File: config.mk
export PLATFORM = sky130hd
export DESIGN_NAME = positional_ordered_list_top_flat
export DESIGN_NICKNAME = d
export VERILOG_FILES = /design/src/hdl/pol_pkg.sv /design/src/hdl/pol_cmd_if.sv /design/src/hdl/pol_res_if.sv /design/src/hdl/pol_datapath.sv /design/src/hdl/pol_ctrl.sv /design/src/hdl/positional_ordered_list_top.sv /design/src/flat_wrapper.sv
export SDC_FILE = /design/constraint.sdc
export NUM_CORES = 1
export LEC_CHECK = 0
export BUFFER_PORTS_ARGS = -buffer_cell sky130_fd_sc_hd__buf_2
export CAP_MARGIN = 20
export CORE_MARGIN = 8
export CORE_UTILIZATION = 45
export DETAILED_ROUTE_END_ITERATION = 16
export SKIP_CTS_REPAIR_TIMING = 1
export SLEW_MARGIN = 15
export SYNTH_ARGS = -nofsm -noshare
export SYNTH_HDL_FRONTEND = slang
export SYNTH_SLANG_ARGS = --single-unit
export TNS_END_PERCENT = 20
File: constraint.sdc
create_clock -name clk_i -period 8.4 [get_ports clk_i]
set_input_delay 1.68 -clock clk_i [delete_from_list [all_inputs] [get_ports clk_i]]
set_output_delay 1.68 -clock clk_i [all_outputs]
set_load 0.05 [all_outputs]
File: src/hdl/pol_pkg.sv
// ----------------------------------------------------------------------------
// pol_pkg
// Types, codes and sizes shared by the positional ordered list block.
// ----------------------------------------------------------------------------
package pol_pkg;

  localparam int CAPACITY   = 16;
  localparam int DATA_WIDTH = 32;

  // Fixed field widths of the channels
  localparam int CMD_W       = 3;
  localparam int VALUE_W     = 32;
  localparam int POS_W       = 6;
  localparam int STATUS_W    = 2;
  localparam int COUNT_OUT_W = 5;
  localparam int ELEM_OUT_W  = 32;

  // Internal sizes
  localparam int CNT_W = $clog2(CAPACITY + 1);
  localparam int IDX_W = $clog2(CAPACITY);
  localparam int CMP_W = ((POS_W > CNT_W) ? POS_W : CNT_W) + 1;

  typedef enum logic [CMD_W-1:0] {
    CMD_INS_FRONT = 3'd0,
    CMD_INS_BACK  = 3'd1,
    CMD_INS_AT    = 3'd2,
    CMD_DEL_FRONT = 3'd3,
    CMD_DEL_BACK  = 3'd4,
    CMD_DEL_AT    = 3'd5,
    CMD_DUMP      = 3'd6
  } cmd_e;

  typedef enum logic [STATUS_W-1:0] {
    ST_OK      = 2'd0,
    ST_BAD_POS = 2'd1,
    ST_EMPTY   = 2'd2,
    ST_FULL    = 2'd3
  } status_e;

  typedef enum logic [1:0] {
    DP_NOP,
    DP_INS,
    DP_DEL
  } dp_op_e;

  typedef enum logic [1:0] {
    S_IDLE,
    S_EXEC,
    S_DUMP
  } ctrl_state_e;

  // Controller to datapath
  typedef struct packed {
    logic             capture;
    dp_op_e           op;
    logic [IDX_W-1:0] idx;
    logic [IDX_W-1:0] rd_idx;
    logic             load_res;
    status_e          res_status;
    logic             res_elem;
    logic             res_last;
  } dp_cmd_t;

  // Datapath to controller
  typedef struct packed {
    logic [CNT_W-1:0] count;
    logic             res_busy;
  } dp_stat_t;

endpackage

File: src/hdl/pol_cmd_if.sv
// ----------------------------------------------------------------------------
// pol_cmd_if
// Command channel: valid/ready handshake with command, value and position.
// ----------------------------------------------------------------------------
interface pol_cmd_if;
  logic                      valid;
  logic                      ready;
  logic [pol_pkg::CMD_W-1:0]   command;
  logic [pol_pkg::VALUE_W-1:0] value;
  logic [pol_pkg::POS_W-1:0]   position;

  modport source (output valid, output command, output value, output position,
                  input ready);
  modport sink   (input valid, input command, input value, input position,
                  output ready);
endinterface

File: src/hdl/pol_res_if.sv
// ----------------------------------------------------------------------------
// pol_res_if
// Result channel: valid/ready handshake with status, count and dump element.
// ----------------------------------------------------------------------------
interface pol_res_if;
  logic                          valid;
  logic                          ready;
  logic [pol_pkg::STATUS_W-1:0]    status;
  logic [pol_pkg::COUNT_OUT_W-1:0] entry_count;
  logic [pol_pkg::ELEM_OUT_W-1:0]  element;
  logic                          element_valid;
  logic                          last;

  modport source (output valid, output status, output entry_count, output element,
                  output element_valid, output last, input ready);
  modport sink   (input valid, input status, input entry_count, input element,
                  input element_valid, input last, output ready);
endinterface

File: src/hdl/pol_datapath.sv
// ----------------------------------------------------------------------------
// pol_datapath
// Entry register file with positional shift, entry count and
// result output register.
// ----------------------------------------------------------------------------
module pol_datapath (
  input  logic                             clk_i,
  input  logic                             rst_ni,
  input  pol_pkg::dp_cmd_t                 cmd_i,
  output pol_pkg::dp_stat_t                stat_o,
  input  logic [pol_pkg::VALUE_W-1:0]      value_i,
  input  logic                             res_ready_i,
  output logic                             res_valid_o,
  output logic [pol_pkg::STATUS_W-1:0]     res_status_o,
  output logic [pol_pkg::COUNT_OUT_W-1:0]  res_count_o,
  output logic [pol_pkg::ELEM_OUT_W-1:0]   res_element_o,
  output logic                             res_elem_valid_o,
  output logic                             res_last_o
);

  logic [pol_pkg::DATA_WIDTH-1:0] entries_q [pol_pkg::CAPACITY];
  logic [pol_pkg::DATA_WIDTH-1:0] entries_d [pol_pkg::CAPACITY];
  logic [pol_pkg::DATA_WIDTH-1:0] value_q, value_d;
  logic [pol_pkg::CNT_W-1:0]      count_q, count_d;
  logic                           res_valid_q, res_valid_d;
  logic [pol_pkg::DATA_WIDTH-1:0] rd_data;

  // Each entry picks its own next value: hold, take the word, or shift
  for (genvar j = 0; j < pol_pkg::CAPACITY; j++) begin : g_entry
    logic [pol_pkg::DATA_WIDTH-1:0] lower_nb;
    logic [pol_pkg::DATA_WIDTH-1:0] upper_nb;

    if (j == 0) begin : g_first
      assign lower_nb = entries_q[j];
    end else begin : g_rest
      assign lower_nb = entries_q[j-1];
    end

    if (j == pol_pkg::CAPACITY - 1) begin : g_top
      assign upper_nb = entries_q[j];
    end else begin : g_below
      assign upper_nb = entries_q[j+1];
    end

    always_comb begin
      entries_d[j] = entries_q[j];
      unique case (cmd_i.op)
        pol_pkg::DP_INS: begin
          if (pol_pkg::IDX_W'(j) == cmd_i.idx) begin
            entries_d[j] = value_q;
          end else if (pol_pkg::IDX_W'(j) > cmd_i.idx) begin
            entries_d[j] = lower_nb;
          end
        end
        pol_pkg::DP_DEL: begin
          if (pol_pkg::IDX_W'(j) >= cmd_i.idx) begin
            entries_d[j] = upper_nb;
          end
        end
        default: ;
      endcase
    end
  end

  always_ff @(posedge clk_i) begin
    entries_q <= entries_d;
  end

  always_comb begin
    value_d = cmd_i.capture ? pol_pkg::DATA_WIDTH'(value_i) : value_q;
    unique case (cmd_i.op)
      pol_pkg::DP_INS: count_d = count_q + pol_pkg::CNT_W'(1);
      pol_pkg::DP_DEL: count_d = count_q - pol_pkg::CNT_W'(1);
      default:         count_d = count_q;
    endcase
    if (cmd_i.load_res) begin
      res_valid_d = 1'b1;
    end else if (res_ready_i) begin
      res_valid_d = 1'b0;
    end else begin
      res_valid_d = res_valid_q;
    end
  end

  assign rd_data = entries_q[cmd_i.rd_idx];

  always_ff @(posedge clk_i or negedge rst_ni) begin
    if (!rst_ni) begin
      count_q     <= '0;
      res_valid_q <= 1'b0;
    end else begin
      count_q     <= count_d;
      res_valid_q <= res_valid_d;
    end
  end

  always_ff @(posedge clk_i) begin
    value_q <= value_d;
    if (cmd_i.load_res) begin
      res_status_o     <= cmd_i.res_status;
      res_count_o      <= pol_pkg::COUNT_OUT_W'(count_d);
      res_element_o    <= cmd_i.res_elem ? pol_pkg::ELEM_OUT_W'(rd_data) : '0;
      res_elem_valid_o <= cmd_i.res_elem;
      res_last_o       <= cmd_i.res_last;
    end
  end

  assign res_valid_o     = res_valid_q;
  assign stat_o.count    = count_q;
  assign stat_o.res_busy = res_valid_q & ~res_ready_i;

endmodule

File: src/hdl/pol_ctrl.sv
// ----------------------------------------------------------------------------
// pol_ctrl
// Command sequencer: takes a transaction, checks it against the count and
// steers the datapath; walks the entries one result at a time on dump.
// ----------------------------------------------------------------------------
module pol_ctrl (
  input  logic                        clk_i,
  input  logic                        rst_ni,
  input  logic                        cmd_valid_i,
  output logic                        cmd_ready_o,
  input  logic [pol_pkg::CMD_W-1:0]   cmd_command_i,
  input  logic [pol_pkg::POS_W-1:0]   cmd_position_i,
  input  pol_pkg::dp_stat_t           stat_i,
  output pol_pkg::dp_cmd_t            dp_o
);

  pol_pkg::ctrl_state_e       state_q, state_d;
  pol_pkg::cmd_e              op_q, op_d;
  logic [pol_pkg::POS_W-1:0]  pos_q, pos_d;
  logic [pol_pkg::IDX_W-1:0]  dump_idx_q, dump_idx_d;

  logic [pol_pkg::CMP_W-1:0]  pos_ext, cnt_ext;
  logic                       full, empty, dump_last;

  assign pos_ext   = pol_pkg::CMP_W'(pos_q);
  assign cnt_ext   = pol_pkg::CMP_W'(stat_i.count);
  assign full      = (stat_i.count == pol_pkg::CNT_W'(pol_pkg::CAPACITY));
  assign empty     = (stat_i.count == '0);
  assign dump_last = ((pol_pkg::CNT_W'(dump_idx_q) + pol_pkg::CNT_W'(1)) == stat_i.count);

  always_comb begin
    state_d    = state_q;
    op_d       = op_q;
    pos_d      = pos_q;
    dump_idx_d = dump_idx_q;
    cmd_ready_o = 1'b0;

    dp_o            = '0;
    dp_o.op         = pol_pkg::DP_NOP;
    dp_o.res_status = pol_pkg::ST_OK;
    dp_o.rd_idx     = dump_idx_q;

    unique case (state_q)
      pol_pkg::S_IDLE: begin
        cmd_ready_o = 1'b1;
        if (cmd_valid_i) begin
          dp_o.capture = 1'b1;
          op_d         = pol_pkg::cmd_e'(cmd_command_i);
          pos_d        = cmd_position_i;
          state_d      = pol_pkg::S_EXEC;
        end
      end

      pol_pkg::S_EXEC: begin
        // wait for the result slot before changing anything
        if (!stat_i.res_busy) begin
          dp_o.load_res = 1'b1;
          dp_o.res_last = 1'b1;
          state_d       = pol_pkg::S_IDLE;
          unique case (op_q)
            pol_pkg::CMD_INS_FRONT, pol_pkg::CMD_INS_BACK: begin
              if (full) begin
                dp_o.res_status = pol_pkg::ST_FULL;
              end else begin
                dp_o.op  = pol_pkg::DP_INS;
                dp_o.idx = (op_q == pol_pkg::CMD_INS_FRONT) ?
                           '0 : pol_pkg::IDX_W'(stat_i.count);
              end
            end
            pol_pkg::CMD_INS_AT: begin
              if (pos_q == '0 || pos_ext > cnt_ext + pol_pkg::CMP_W'(1)) begin
                dp_o.res_status = pol_pkg::ST_BAD_POS;
              end else if (full) begin
                dp_o.res_status = pol_pkg::ST_FULL;
              end else begin
                dp_o.op  = pol_pkg::DP_INS;
                dp_o.idx = pol_pkg::IDX_W'(pos_ext - pol_pkg::CMP_W'(1));
              end
            end
            pol_pkg::CMD_DEL_FRONT, pol_pkg::CMD_DEL_BACK: begin
              if (empty) begin
                dp_o.res_status = pol_pkg::ST_EMPTY;
              end else begin
                dp_o.op  = pol_pkg::DP_DEL;
                dp_o.idx = (op_q == pol_pkg::CMD_DEL_FRONT) ?
                           '0 : pol_pkg::IDX_W'(stat_i.count - pol_pkg::CNT_W'(1));
              end
            end
            pol_pkg::CMD_DEL_AT: begin
              if (empty) begin
                dp_o.res_status = pol_pkg::ST_EMPTY;
              end else if (pos_q == '0 || pos_ext > cnt_ext) begin
                dp_o.res_status = pol_pkg::ST_BAD_POS;
              end else begin
                dp_o.op  = pol_pkg::DP_DEL;
                dp_o.idx = pol_pkg::IDX_W'(pos_ext - pol_pkg::CMP_W'(1));
              end
            end
            pol_pkg::CMD_DUMP: begin
              if (empty) begin
                dp_o.res_status = pol_pkg::ST_EMPTY;
              end else begin
                // no result here: the walk starts at the front in the dump state
                dp_o.load_res = 1'b0;
                dp_o.res_last = 1'b0;
                dump_idx_d    = '0;
                state_d       = pol_pkg::S_DUMP;
              end
            end
            default: ;  // unused code: plain ok result
          endcase
        end
      end

      pol_pkg::S_DUMP: begin
        if (!stat_i.res_busy) begin
          dp_o.load_res = 1'b1;
          dp_o.res_elem = 1'b1;
          dp_o.res_last = dump_last;
          if (dump_last) begin
            state_d = pol_pkg::S_IDLE;
          end else begin
            dump_idx_d = dump_idx_q + pol_pkg::IDX_W'(1);
          end
        end
      end

      default: state_d = pol_pkg::S_IDLE;
    endcase
  end

  always_ff @(posedge clk_i or negedge rst_ni) begin
    if (!rst_ni) begin
      state_q <= pol_pkg::S_IDLE;
    end else begin
      state_q <= state_d;
    end
  end

  always_ff @(posedge clk_i) begin
    op_q       <= op_d;
    pos_q      <= pos_d;
    dump_idx_q <= dump_idx_d;
  end

endmodule

File: src/hdl/positional_ordered_list_top.sv
// ----------------------------------------------------------------------------
// positional_ordered_list_top
// Ordered list of up to CAPACITY words with positional insert, delete and
// front-to-back dump.
//
//   channel | dir | handshake      | payload
//   cmd_i   | in  | valid / ready  | command, value, position
//   res_o   | out | valid / ready  | status, entry_count, element,
//           |     |                | element_valid, last
//
// An insert or delete is taken in the idle state; the exec state then shifts
// the entry registers and loads the result register. A dump reads one entry
// per cycle from the entry register file while the result is not stalled.
// Reset clears the count; entries above the count hold anything.
// A stalled result holds the sequencer; a new transaction is still taken
// while the last result waits.
// ----------------------------------------------------------------------------
module positional_ordered_list_top (
  input  logic        clk_i,
  input  logic        rst_ni,
  pol_cmd_if.sink     cmd_i,
  pol_res_if.source   res_o
);

  pol_pkg::dp_cmd_t  dp_cmd;
  pol_pkg::dp_stat_t dp_stat;

  pol_ctrl u_ctrl (
    .clk_i          (clk_i),
    .rst_ni         (rst_ni),
    .cmd_valid_i    (cmd_i.valid),
    .cmd_ready_o    (cmd_i.ready),
    .cmd_command_i  (cmd_i.command),
    .cmd_position_i (cmd_i.position),
    .stat_i         (dp_stat),
    .dp_o           (dp_cmd)
  );

  pol_datapath u_datapath (
    .clk_i            (clk_i),
    .rst_ni           (rst_ni),
    .cmd_i            (dp_cmd),
    .stat_o           (dp_stat),
    .value_i          (cmd_i.value),
    .res_ready_i      (res_o.ready),
    .res_valid_o      (res_o.valid),
    .res_status_o     (res_o.status),
    .res_count_o      (res_o.entry_count),
    .res_element_o    (res_o.element),
    .res_elem_valid_o (res_o.element_valid),
    .res_last_o       (res_o.last)
  );

  a_count_bound: assert property (@(posedge clk_i) disable iff (!rst_ni)
    dp_stat.count <= pol_pkg::CNT_W'(pol_pkg::CAPACITY))
    else $error("entry count above capacity");

  a_one_at_a_time: assert property (@(posedge clk_i) disable iff (!rst_ni)
    cmd_i.valid && cmd_i.ready |=> !cmd_i.ready)
    else $error("transaction taken while one is in progress");

  a_shift_with_result: assert property (@(posedge clk_i) disable iff (!rst_ni)
    dp_cmd.op != pol_pkg::DP_NOP |-> dp_cmd.load_res && !dp_stat.res_busy)
    else $error("list changed without a result slot");

  a_element_zero: assert property (@(posedge clk_i) disable iff (!rst_ni)
    res_o.valid && !res_o.element_valid |-> res_o.element == '0)
    else $error("element non-zero outside dump");

endmodule

File: src/flat_wrapper.sv
// flat-port wrapper written by rule: the top's interface ports become plain ports
module positional_ordered_list_top_flat 
  (clk_i, rst_ni, cmd_i_valid, cmd_i_command, cmd_i_value, cmd_i_position, cmd_i_ready, res_o_valid, res_o_status, res_o_entry_count, res_o_element, res_o_element_valid, res_o_last, res_o_ready);
  pol_cmd_if cmd_i_i ();
  pol_res_if res_o_i ();
  input  logic clk_i;
  input  logic rst_ni;
  input wire logic [$bits(cmd_i_i.valid)-1:0] cmd_i_valid;
  input wire logic [$bits(cmd_i_i.command)-1:0] cmd_i_command;
  input wire logic [$bits(cmd_i_i.value)-1:0] cmd_i_value;
  input wire logic [$bits(cmd_i_i.position)-1:0] cmd_i_position;
  output wire logic [$bits(cmd_i_i.ready)-1:0] cmd_i_ready;
  output wire logic [$bits(res_o_i.valid)-1:0] res_o_valid;
  output wire logic [$bits(res_o_i.status)-1:0] res_o_status;
  output wire logic [$bits(res_o_i.entry_count)-1:0] res_o_entry_count;
  output wire logic [$bits(res_o_i.element)-1:0] res_o_element;
  output wire logic [$bits(res_o_i.element_valid)-1:0] res_o_element_valid;
  output wire logic [$bits(res_o_i.last)-1:0] res_o_last;
  input wire logic [$bits(res_o_i.ready)-1:0] res_o_ready;
  assign cmd_i_i.valid = cmd_i_valid;
  assign cmd_i_i.command = cmd_i_command;
  assign cmd_i_i.value = cmd_i_value;
  assign cmd_i_i.position = cmd_i_position;
  assign cmd_i_ready = cmd_i_i.ready;
  assign res_o_valid = res_o_i.valid;
  assign res_o_status = res_o_i.status;
  assign res_o_entry_count = res_o_i.entry_count;
  assign res_o_element = res_o_i.element;
  assign res_o_element_valid = res_o_i.element_valid;
  assign res_o_last = res_o_i.last;
  assign res_o_i.ready = res_o_ready;
  positional_ordered_list_top u_core (.clk_i(clk_i), .rst_ni(rst_ni), .cmd_i(cmd_i_i), .res_o(res_o_i));
endmodule
==> metrics.yaml <==
rr_worst_depth: 16
met2_usage_pct: 38.0
netlist.area_leader.share_pct: 53.3
die_w_um: 290
syn_avg_cell_area_um2: 12.7
grt_pass1_wl_um: 152000
routedWlPerCell_um: 28.2
grtUsageMet1_pct: 33.4
r2r_end: "u_core.u_datapath.g_entry[1].upper_nb[25]"
fin_crit_sh_pct: 74.4
n_fill_cell: 6485
power_density_mw_per_mm2: 355
crit_arrival_ns: 6.53
yosysWarnings: 0
rows: 100
via_per_inst: 6.53
synth-edff-count: 598
antenna_left: 0
gp_congestion: 0.845
cts.sinks: 606
initial_core_util_pct: 45.3
numCtsBuffers: 70
synth_flop_cell: "edfxtp_1"
ir_worst_vdd_mv: 0.171
syn_nets: 2720
vias: 23700
synth_cell_types: 68
grt_setup_unrepaired: "false"
antenna_found_initial: 0
clk_latency_ns: 0.62
grt_overflow: 0
ys_seq_area_share_pct: 53.9
cp-endpoint: "u_core.u_datapath.g_entry[1].upper_nb[25]"
nets: 2671
synth.area.top_cells: "edfxtp_1 53%, mux4_2 11%, mux2i_1 6.9%"
die_h_um: 290
met3_usage_pct: 4.71
dpl.hpwl_um: 56100
antennaDiodeCount: 0
wirelength_um: 102000
busiest_layer: "met2"
register_area_mm2: 0.0182
cts.reportedPaths.clkPinSlew_ns: 0.06
async_flop_share_pct: 1.32
p_leak_nw: 13.6
cp-end-kind: "flop"
drt_iter0_markers: 2888
crit_fanout: 63
drv_slew: 0
multi_input_area_mm2: 0.0146
die-area_mm2: 0.0839
grt.total_usage_pct: 24.1
hold_path.class: "reg2reg"
worstPathRequired_ns: 8.68
io_pins: 88
grt_max_degree: 205
grt_pass1_vias: 23400
portBuffers: 87
clockBufferDepth: 3
p_total_mw: 13.1
syn_to_final_growth_pct: 9.97
path_class: "reg2reg"
cts_tree: "built"
setup_viol_count_final: 0
ys_ff_latch: 606
fmax_mhz: 160
max_slew_margin_pct: 26.0
outcome: "completed"
r2r_start: "u_core.u_datapath.count_q[2]"
critPathLaunchType: "flop"
fin_skew_ns: 0.0249
worst_pin_slew_ns: 1.11
firstDrtPassIters: 7
post-synth-top-area-cell: "edfxtp_1"
core_mm2: 0.0743
final.setup.tns_ns: 0
max_cap_violations: 0
r2r_slack_ns: 2.15
finalCriticalPeriod_ns: 6.25
hold_viol: 0
postSynthCellCount: 2654
drc: 0
root_buffer: "clkbuf_16"
drive_above_1_share_pct: 16.1
synth_area_mm2: 0.0337
crit_start: "u_core.u_datapath.count_q[2]"
htree_levels: 3
## logic make-up after synthesis
family / share of synthesized area (%)
multiplexers: 18.7
flip-flops: 53.9
AO/OA/AOI/OAI: 11.5
adder cells (fa/ha/maj): 0.780
buffers and inverters: 3.37
AND/OR/NAND/NOR: 11.4
XOR/XNOR: 0.286
## final cells by class
type                            instances  share of cell area, %
Sequential cell                       606                   49.0
Multi-Input combinational cell       1766                   39.4
Clock buffer                           94                   5.03
Tap cell                              969                   3.27
Timing Repair Buffer                  140                   2.47
Clock inverter                         31                  0.668
Inverter                               21                  0.219
## synth_stat cells, types with 9 or more instances
cell	number
inv_1	18
nor3b_1	129
o21ai_0	207
a21oi_1	53
a221o_1	146
nor2_1	21
nor3_1	9
buf_1	20
buf_2	44
ha_1	21
mux2_1	29
mux2i_1	233
nand3_1	60
o211ai_1	45
mux4_2	160
o21ai_1	35
edfxtp_1	598
a21o_1	15
nand2_1	388
nor2b_1	70
and3_1	24
clkbuf_1	194
a2bb2oi_1	27
## routing by layer
metal / vias to the layer above / routed length, um / part of all wire, %
met4: 0 / 2770 / 2.7
met1: 12000 / 42800 / 42
met5: - / 0 / 0
li1: 10300 / - / -
met3: 159 / 8970 / 8.8
met2: 1185 / 47700 / 47
## registers in the layout, indices dropped and copies added, names as in the netlist, 2 cells and up
signal / count
u_core.u_ctrl.dump_idx_q: 4
u_core.u_datapath.g_entry.lower_nb: 96
u_core.u_datapath.res_count_o: 5
u_core.u_datapath.res_element_o: 32
u_core.u_ctrl.state_q: 2
u_core.u_datapath.g_entry.upper_nb: 416
u_core.u_datapath.value_q: 32
u_core.u_ctrl.op_q: 3
u_core.u_ctrl.pos_q: 6
u_core.u_datapath.count_q: 5
u_core.u_datapath.res_status_o: 2
## critical path: stages (launching register included)
cell and delay, ns:
dfrtp_1 0.56, inv_1 0.19, nor3_1 0.48, nand3_1 0.14
ha_1 0.33, and4_1 0.22, o21ai_1 0.07, a32oi_1 0.22
or2_2 0.35, o21ai_0 0.24, nand3_1 0.19, ha_4 0.40
inv_4 0.65, nand2_1 0.43, a21o_1 0.37, a21oi_4 0.56
buf_4 0.46
## how the worst min path moves through the flow
stage                                   startpoint                       end  cells past startpoint
after floorplan           u_core.u_ctrl.state_q[1]  u_core.u_ctrl.state_q[1]                      1
after global placement    u_core.u_ctrl.state_q[1]  u_core.u_ctrl.state_q[1]                      1
after detailed placement  u_core.u_ctrl.state_q[1]  u_core.u_ctrl.state_q[1]                      1
after CTS                 u_core.u_ctrl.state_q[1]  u_core.u_ctrl.state_q[1]                      1
after global routing      u_core.u_ctrl.state_q[1]  u_core.u_ctrl.state_q[1]                      1
final                     u_core.u_ctrl.state_q[1]  u_core.u_ctrl.state_q[1]                      1
## placed cells by master (no fill, tap or decap), types with 47 or more instances in the layout
| cell | instances |
|---|---|
| a221o_1 | 146 |
| nor2b_1 | 70 |
| o21ai_0 | 207 |
| buf_4 | 47 |
| nor3b_1 | 129 |
| nand2_1 | 387 |
| clkbuf_16 | 71 |
| mux2i_1 | 233 |
| mux4_2 | 160 |
| edfxtp_1 | 598 |
| nand3_1 | 57 |
| buf_2 | 87 |
## stage by stage
step | cells | setup WS [ns] | hold slack [ns] | utilization [%] | cell area (um^2)
4_1_cts | 3626 | 2.15 | 0.552 | 49.8 | 37000
3_3_place_gp | 3501 | 2.27 | 0.522 | 47.0 | 34900
2_1_floorplan | 2654 | 2.07 | 0.506 | - | 33700
6_report | 3627 | 2.15 | 0.558 | 49.9 | 37100
5_1_grt | 3627 | 1.72 | 0.568 | 49.9 | 37100
3_5_place_dp | 3501 | 2.18 | 0.539 | 47.0 | 34900
## report_power, final
group | switching, mW | internal [mW] | leakage (nW)
Clock | 1.28 | 1.63 | 1.01
Sequential | 0.686 | 4.76 | 5.62
Combinational | 2.87 | 1.91 | 6.93
No activity file was read; power rests on OpenSTA's default activity.
